## src/hw/rtl/keyed_min_max_sum_aggregator_assert.svh

```systemverilog
// assertion macros for the keyed aggregator
`ifndef KEYED_MIN_MAX_SUM_AGGREGATOR_ASSERT_SVH
`define KEYED_MIN_MAX_SUM_AGGREGATOR_ASSERT_SVH

// antecedent implies consequent in the same cycle
`define KMMS_ASSERT_IMP(lbl, ante, cons) \
  lbl: assert property (@(posedge clk_i) disable iff (!rst_ni) (ante) |-> (cons)) \
    else $error("implication check failed");

// antecedent implies consequent in the next cycle
`define KMMS_ASSERT_NXT(lbl, ante, cons) \
  lbl: assert property (@(posedge clk_i) disable iff (!rst_ni) (ante) |=> (cons)) \
    else $error("next-cycle check failed");

`endif

```

## src/hw/rtl/kmms_pkg.sv

```systemverilog
// shared constants and types of the keyed aggregator
package kmms_pkg;

  localparam int TABLE_ENTRIES = 256;
  localparam int NAME_MAX      = 64;
  localparam int SLOT_W        = $clog2(TABLE_ENTRIES);
  localparam int LEN_W         = $clog2(NAME_MAX);
  localparam int VAL_LIMIT     = 9999;

  localparam logic [7:0] CH_SEMI  = 8'h3B;
  localparam logic [7:0] CH_NL    = 8'h0A;
  localparam logic [7:0] CH_POINT = 8'h2E;
  localparam logic [7:0] CH_MINUS = 8'h2D;
  localparam logic [7:0] CH_A     = 8'h41;
  localparam logic [7:0] CH_ZERO  = 8'h30;

  localparam logic [1:0] FR_INT   = 2'd0;
  localparam logic [1:0] FR_POINT = 2'd1;
  localparam logic [1:0] FR_DIGIT = 2'd2;

  typedef enum logic [2:0] {
    ST_OK        = 3'd0,
    ST_FULL      = 3'd1,
    ST_LONG      = 3'd2,
    ST_MALFORMED = 3'd3,
    ST_EMPTY     = 3'd4
  } status_e;

  typedef struct packed {
    logic [LEN_W-1:0]   len;
    logic signed [14:0] min;
    logic signed [14:0] max;
    logic signed [47:0] sum;
    logic [31:0]        count;
  } stat_t;

  // controller to datapath
  typedef struct packed {
    logic acc_byte;
    logic start_nl;
    logic start_rd;
    logic stat_rd;
    logic lb_rd;
    logic cmp_rd;
    logic cpy_wr;
    logic idx_inc;
    logic next_slot;
    logic new_wr;
    logic upd_wr;
    logic out_rd;
    logic out_ld;
    logic err_ld;
  } cmd_t;

  // datapath to controller
  typedef struct packed {
    logic is_nl;
    logic nl_err;
    logic here_valid;
    logic len_eq;
    logic bytes_eq;
    logic idx_last;
    logic tries_last;
    logic out_free;
  } sts_t;

endpackage

```

## src/hw/rtl/kmms_ctrl.sv

```systemverilog
// sequencer of the keyed aggregator: line handling, probing and output load
module kmms_ctrl (
  input  logic            clk_i,
  input  logic            rst_ni,
  input  logic            in_valid_i,
  input  logic            in_op_i,
  input  kmms_pkg::sts_t  sts_i,
  output logic            in_ready_o,
  output kmms_pkg::cmd_t  cmd_o
);
  import kmms_pkg::*;

  typedef enum logic [3:0] {
    S_IDLE, S_RD_STAT, S_CHECK, S_CPY_RD, S_CPY_WR, S_NEW_WR,
    S_CMP_RD, S_CMP_CHK, S_UPD_WR, S_OUT_RD, S_OUT_LD, S_ERR_LD
  } state_e;

  state_e state_q, state_d;
  logic   ready_q;

  always_comb begin
    cmd_o   = '0;
    state_d = state_q;
    unique case (state_q)
      S_IDLE: begin
        if (in_valid_i && ready_q) begin
          if (in_op_i) begin
            cmd_o.start_rd = 1'b1;
            state_d = S_OUT_RD;
          end else if (sts_i.is_nl) begin
            cmd_o.start_nl = 1'b1;
            state_d = sts_i.nl_err ? S_ERR_LD : S_RD_STAT;
          end else begin
            cmd_o.acc_byte = 1'b1;
          end
        end
      end
      S_RD_STAT: begin
        cmd_o.stat_rd = 1'b1;
        state_d = S_CHECK;
      end
      S_CHECK: begin
        if (!sts_i.here_valid) begin
          state_d = S_CPY_RD;
        end else if (sts_i.len_eq) begin
          state_d = S_CMP_RD;
        end else begin
          cmd_o.next_slot = 1'b1;
          state_d = sts_i.tries_last ? S_ERR_LD : S_RD_STAT;
        end
      end
      S_CPY_RD: begin
        cmd_o.lb_rd = 1'b1;
        state_d = S_CPY_WR;
      end
      S_CPY_WR: begin
        cmd_o.cpy_wr  = 1'b1;
        cmd_o.idx_inc = 1'b1;
        state_d = sts_i.idx_last ? S_NEW_WR : S_CPY_RD;
      end
      S_NEW_WR: begin
        cmd_o.new_wr = 1'b1;
        state_d = S_OUT_RD;
      end
      S_CMP_RD: begin
        cmd_o.cmp_rd = 1'b1;
        state_d = S_CMP_CHK;
      end
      S_CMP_CHK: begin
        if (!sts_i.bytes_eq) begin
          cmd_o.next_slot = 1'b1;
          state_d = sts_i.tries_last ? S_ERR_LD : S_RD_STAT;
        end else if (sts_i.idx_last) begin
          state_d = S_UPD_WR;
        end else begin
          cmd_o.idx_inc = 1'b1;
          state_d = S_CMP_RD;
        end
      end
      S_UPD_WR: begin
        cmd_o.upd_wr = 1'b1;
        state_d = S_OUT_RD;
      end
      S_OUT_RD: begin
        cmd_o.out_rd = 1'b1;
        state_d = S_OUT_LD;
      end
      S_OUT_LD: begin
        if (sts_i.out_free) begin
          cmd_o.out_ld = 1'b1;
          state_d = S_IDLE;
        end
      end
      S_ERR_LD: begin
        if (sts_i.out_free) begin
          cmd_o.err_ld = 1'b1;
          state_d = S_IDLE;
        end
      end
      default: state_d = S_IDLE;
    endcase
  end

  always_ff @(posedge clk_i or negedge rst_ni) begin
    if (!rst_ni) begin
      state_q <= S_IDLE;
      ready_q <= 1'b0;
    end else begin
      state_q <= state_d;
      ready_q <= (state_d == S_IDLE);
    end
  end

  assign in_ready_o = ready_q;

endmodule

```

## config.mk

```make
export PLATFORM = sky130hd
export DESIGN_NAME = kmms_ctrl
export DESIGN_NICKNAME = d
export VERILOG_FILES = /design/src/hw/rtl/keyed_min_max_sum_aggregator_assert.svh /design/src/hw/rtl/kmms_pkg.sv /design/src/hw/rtl/kmms_ctrl.sv
export SDC_FILE = /design/constraint.sdc
export NUM_CORES = 1
export LEC_CHECK = 0
export BUFFER_PORTS_ARGS = -buffer_cell sky130_fd_sc_hd__buf_2
export CAP_MARGIN = 10
export CORE_MARGIN = 2
export CORE_UTILIZATION = 39
export CTS_CLUSTER_SIZE = 20
export DETAILED_ROUTE_END_ITERATION = 10
export GPL_TIMING_DRIVEN = 1
export PLACE_DENSITY = 0.72
export SYNTH_ARGS = -nofsm -noshare
export SYNTH_HDL_FRONTEND = slang
export SYNTH_SLANG_ARGS = --single-unit
```

## constraint.sdc

```tcl
create_clock -name clk_i -period 1.6 [get_ports clk_i]
set_input_delay 0.16 -clock clk_i [delete_from_list [all_inputs] [get_ports clk_i]]
set_output_delay 0.16 -clock clk_i [all_outputs]
set_load 0.05 [all_outputs]
```

==> results_dict.tcl, run 1 <==
set metrics [dict create \
    regArea_um2 130 \
    grt_use_total_pct 24.7 \
    clock_skew_ps 3.68 \
    via_count 739 \
    hold_viol 0 \
    cts_made_buffers 3 \
    crit_path_end_kind "output pin" \
    grt_pass1_vias 648 \
    gp_congestion 0.831 \
    n_antenna_cell 0 \
    synth_fp_nets 83 \
    synthDistinctLibCells 35 \
    hold_depth 2 \
    hold_start "sts_i[6]" \
    worst_setup_path_start_kind "register" \
    clk_path_buf_depth 2 \
    slew_headroom_pct 62.3 \
    wl_per_cell_um 14.2 \
    path_class "reg -> out" \
    total_power_mw 1.93 \
    ys_ff_latch 5 \
    synth-seq-area-share_pct 23.9 \
    yosys_warnings 0 \
    drt_first_pass_iters 4 \
    portBuffers 26 \
    final_area_um2 1060 \
    cp_max_fo 3 \
    drive_gt1_share_pct 65.3 \
    maxSlewViolCount 0 \
    async_reset_ff_share_pct 100 \
    crit_required_ps 1440 \
    hpwl_mm 1.20 \
    syn_area_per_cell_um2 7.37 \
    synth_ff_type "dfrtp_1" \
    die_area_um2 1650 \
    fill_cells 73 \
    worstMarginPinSlew_ps 559 \
    clk_latency_ps 240 \
    fp.dieW_um 40.6 \
    rsz0062_at_grt "true" \
    syn-cell-area_um2 523 \
    clk_pin_slew_worst_paths_ps 40 \
    area_delta_synth_final_pct 104 \
    place_ws_ps -76.6 \
    vdd_drop_max_mv 1.35 \
    grt_pass1_wl_mm 2.61 \
    synth-edff-count 0 \
    layout_commonest_cell "buf_6" \
    antenna_found_initial 0 \
    drv_cap 0 \
    status "complete, but fails checks" \
    multi_input_area_um2 479 \
    final_nets 131 \
    r2r_slack_ps -40 \
    power_per_cell_area_nw_per_um2 1810 \
    placed_area_um2 786 \
    hp-class "in -> reg" \
    period_share_pct 107 \
    finalSetupViolCount 7 \
    ioPinCount 27 \
    grt.overflow.total 0 \
    cts-root-buf "clkbuf_4" \
    std_cell_rows 13 \
    r2r-start "state_q[3]" \
    rr_worst_depth 6 \
    drt-total-wl_mm 1.89 \
    arrival_ps 1560 \
    die_h_um 40.6 \
    fin_ws_ps -116 \
    fmax_mhz 583 \
    drt_iter0_drc 11 \
    syn_inst 71 \
    final_cell_mix "buf_6 (16), buf_4 (15), buf_2 (13), nor2_1 (6)" \
    grt_max_degree 9 \
    via_per_inst 5.56 \
    reg2reg_to "in_ready_o" \
    cts-htree-levels 1 \
    cts_tree "done" \
    drt.antenna.violating_nets 0 \
    start_util_pct 41.2 \
    power_leakage_nw 0.467 \
    route.detailed.drc 0 \
    min_period_ps 1720 \
    hold_end "state_q[1]" \
    core_area_um2 1270 \
    violations "setup timing" \
    clock-sinks 5 \
    final.setup.tns_ps -472 \
]
-- logic make-up after synthesis --
logic type | count (synthesis) | share of synthesized area, %
DFF | 5 | 23.9
buffers and inverters | 6 | 6.70
AOI/OAI and AO/OA | 17 | 22.7
and+or+nand+nor | 43 | 46.7
-- cell usage after synthesis, types with 2 or more instances --
cell      number  share of area, %
or2b_2         2               3.3
nand3_1        4               3.8
inv_1          2               1.4
dfrtp_1        5                24
nor2_1        11               7.9
o211ai_1       2               2.9
nand2b_1       3               3.6
nand2_1        5               3.6
o21ai_0        2               1.9
a21oi_1        5               4.8
nor3_1         6               5.7
-- metal layers --
metal  vias up  share of wire, %  GRT usage (%)  wire length, µm
met2        28                56           44.4             1070
met4         0               3.4           17.5               65
met1       348                36           26.3              679
met5         -                 0              0                0
met3         8               4.1           3.26               77
li1        355                 -              -                -
-- worst max-delay path by stage --
stage,to,depth (start not counted),slack [ps],from
finish,cmd_o[13],5,-120,state_q[1]
global route,cmd_o[6],5,-180,state_q[3]
CTS,cmd_o[13],5,-140,state_q[1]
detailed placement,in_ready_o,5,-80,state_q[2]
global placement,in_ready_o,5,-70,state_q[2]
floorplan,cmd_o[6],3,-400,state_q[1]
-- area by class of cell --
cell class | instances | share of cell area [%]
clock buffers | 4 | 2.47
inverters | 2 | 0.705
multi-input cells | 60 | 45.0
flip-flops and latches | 5 | 12.2
well taps | 15 | 1.76
repair buffers | 47 | 37.8
-- stage by stage --
stage               cells  hold slack (ps)  utilization (%)
detailed placement    122            -25.8             61.9
floorplan              71             -136                -
CTS                   131              227             76.0
global route          133              255             83.9
global placement      122            -27.4             61.9
finish                133              243             83.9
-- flip-flops by register name, summed over array words and instances (netlist names) --
signal	count
in_ready_o	1
state_q	4
-- power by group --
group | total (mW) | internal [mW] | switching (mW)
clock | 0.144 | 0.0942 | 0.0500
sequential | 0.289 | 0.194 | 0.0953
combinational | 1.49 | 0.692 | 0.802
-- worst max-delay path: stages, from the launching register on --
cell	delay, ps
dfrtp_2	450
nor4_4	280
nand3_2	150
buf_6	150
nor3_4	110
buf_6	180
-- what timing repair did --
| action | 4_1_cts | 5_1_grt |
|---|---|---|
| pin swaps | 3 | 4 |
| gates resized for setup | 30 | 23 |
| setup endpoints to repair | 14 | 16 |
| endpoints found under the hold margin | 5 | 0 |
| setup buffers | 4 | 2 |
| hold buffers | 1 | 0 |
No activity file was read; power rests on OpenSTA's default activity.
==> inputs of run 2 (changes only) <==
--- a/config.mk
+++ b/config.mk
@@ -7,8 +7,10 @@
 export LEC_CHECK = 0
 export BUFFER_PORTS_ARGS = -buffer_cell sky130_fd_sc_hd__buf_2
 export CAP_MARGIN = 10
+export CELL_PAD_IN_SITES_DETAIL_PLACEMENT = 1
+export CELL_PAD_IN_SITES_GLOBAL_PLACEMENT = 2
 export CORE_MARGIN = 2
-export CORE_UTILIZATION = 39
+export CORE_UTILIZATION = 20
 export CTS_CLUSTER_SIZE = 20
 export DETAILED_ROUTE_END_ITERATION = 10
 export GPL_TIMING_DRIVEN = 1
==> run 2 against run 1 <==
- core utilization shrank 34 points
- power is 18% higher
- clock-buffer cell count unchanged
- clock skew decreased by 1.9 ps
- critical endpoint is now cmd_o[6]
- fmax down 3.7%
- register-to-register slack worse by 40 ps
- highest routed layer unchanged
- critical path depth grew 1
- global-route usage is 8.7 points lower
- the run still ends with setup timing left
==> results_dict.tcl, run 2 (same netlist as run 1, synthesis figures left out) <==
set metrics [dict create \
    start_util_pct 21.1 \
    min_period_ps 1780 \
    reg2reg_to "in_ready_o" \
    cp_max_fo 3 \
    vdd_drop_max_mv 1.00 \
    drt_iter0_drc 4 \
    finalSetupViolCount 10 \
    grt_use_met1_pct 20.3 \
    clock-sinks 5 \
    rr_worst_depth 8 \
    area_delta_synth_final_pct 136 \
    status "complete, but fails checks" \
    fp.dieW_um 55.1 \
    hp-class "in -> reg" \
    endpoint "cmd_o[6]" \
    die_area_um2 3040 \
    cts-root-buf "clkbuf_4" \
    cpMostUsedCell "buf_4" \
    std_cell_rows 18 \
    worst_setup_path_start_kind "register" \
    clock_skew_ps 1.75 \
    fin_ws_ps -182 \
    drt_first_pass_iters 4 \
    fill_cells 305 \
    grt_use_total_pct 16.0 \
    drv_cap 0 \
    grt_pass1_vias 738 \
    power_leakage_nw 0.553 \
    ioPinCount 27 \
    grt_max_degree 10 \
    cts_made_buffers 3 \
    maxSlewViolCount 0 \
    crit_chain "buf_4, buf_6, nand4b_1, buf_4, o21bai_1, buf_4" \
    drive_gt1_share_pct 69.9 \
    path_class "reg -> out" \
    gp_congestion 0.789 \
    cts_tree "done" \
    layout_commonest_cell "buf_4" \
    power_per_cell_area_nw_per_um2 1850 \
    clk_latency_ps 240 \
    final_area_um2 1240 \
    r2r-start "state_q[1]" \
    slew_headroom_pct 78.0 \
    use_met2_pct 27.6 \
    crit_buf_inv 4 \
    drt-total-wl_mm 2.72 \
    clk_pin_slew_worst_paths_ps 50 \
    antenna_found_initial 0 \
    largest_reg_flops 4 \
    via_per_inst 4.87 \
    grt.overflow.total 0 \
    path_depth 6 \
    grt_pass1_wl_mm 3.38 \
    via_count 793 \
    wl_per_cell_um 16.7 \
    cts-htree-levels 1 \
    r2r_slack_ps -80 \
    hold-worst-slack_ps 240 \
    portBuffers 26 \
    arrival_ps 1620 \
    crit_path_end_kind "output pin" \
    violations "setup timing" \
    hpwl_mm 1.68 \
    hold_viol 0 \
    placed_area_um2 857 \
    final_nets 146 \
    path_delay_family "buffers and inverters" \
    clk_path_buf_depth 2 \
    largest-register "state_q" \
    use_met3_pct 3.76 \
    final_cell_mix "buf_4 (29), buf_6 (18), buf_2 (12), nor3_4 (6), nor2_1 (6)" \
    crit_path_top_delay_cell "dfrtp_1" \
    worstMarginPinSlew_ps 328 \
    grt_most_used_layer "met2" \
    period_share_pct 111 \
    drt.antenna.violating_nets 0 \
    core_area_um2 2480 \
    crit_start "state_q[3]" \
    route.detailed.drc 0 \
    die_h_um 55.1 \
    rsz0062_at_grt "true" \
    fmax_mhz 561 \
    slowest_delay_ps 390 \
    crit_required_ps 1440 \
    n_antenna_cell 0 \
]
==> run 2: worst min path at each step <==
stage                  to      from  slack, ps  cells after the start
6_report       state_q[1]  sts_i[6]        240                      2
3_5_place_dp   in_ready_o    rst_ni        -20                      1
3_3_place_gp   state_q[1]    rst_ni        -30                      1
2_1_floorplan  in_ready_o    rst_ni       -140                      0
5_1_grt        in_ready_o    rst_ni        260                      2
4_1_cts        state_q[1]  sts_i[6]        240                      2
==> run 2: power breakdown <==
part           internal [mW]  switching (mW)  leakage, nW
clock network         0.0943          0.0526       0.0150
logic                  0.886           0.977        0.477
registers              0.189          0.0852       0.0610
total                   1.17            1.11        0.553
==> run 2: area by class of cell <==
class / instances / area [µm²] / area share [%]
well taps: 30 / 37.5 / 3.04
multi-input cells: 60 / 517 / 41.8
inverters: 2 / 7.51 / 0.607
repair buffers: 62 / 520 / 42.1
clock buffers: 4 / 26.3 / 2.13
flip-flops and latches: 5 / 128 / 10.3
==> run 2: timing repair <==
| action | 4_1_cts | 5_1_grt |
|---|---|---|
| hold endpoints to repair | 5 | 0 |
| hold buffers | 1 | 0 |
| resized for setup | 31 | 36 |
| setup endpoints to repair | 16 | 17 |
| pin swaps | 4 | 4 |
| buffers inserted | 7 | 7 |
==> run 2: through the flow <==
step	utilization [%]	total power [mW]	setup WS, ps	cells	setup TNS, ps
floorplan	-	0.997	-403	71	-558
global placement	34.6	1.43	-104	144	-402
detailed placement	34.6	1.45	-130	144	-421
CTS	42.6	1.87	-159	156	-943
global route	49.9	2.41	-289	163	-2070
finish	49.9	2.28	-182	163	-1210
==> run 2: worst reg2reg max path, delay by kind of cell, from the launching register on <==
family                 cells  cell delay [ps]
buffers and inverters      3              410
DFF                        1              440
AOI/OAI and AO/OA          1              150
and+or+nand+nor            4              590
==> run 2: layer usage <==
metal  share of wire (%)  wire [µm]  vias up
met4                 1.3         36        0
met5                   0          0        -
met3                 4.3        117        4
met2                  54       1470       27
met1                  40       1100      379
li1                    -          -      383
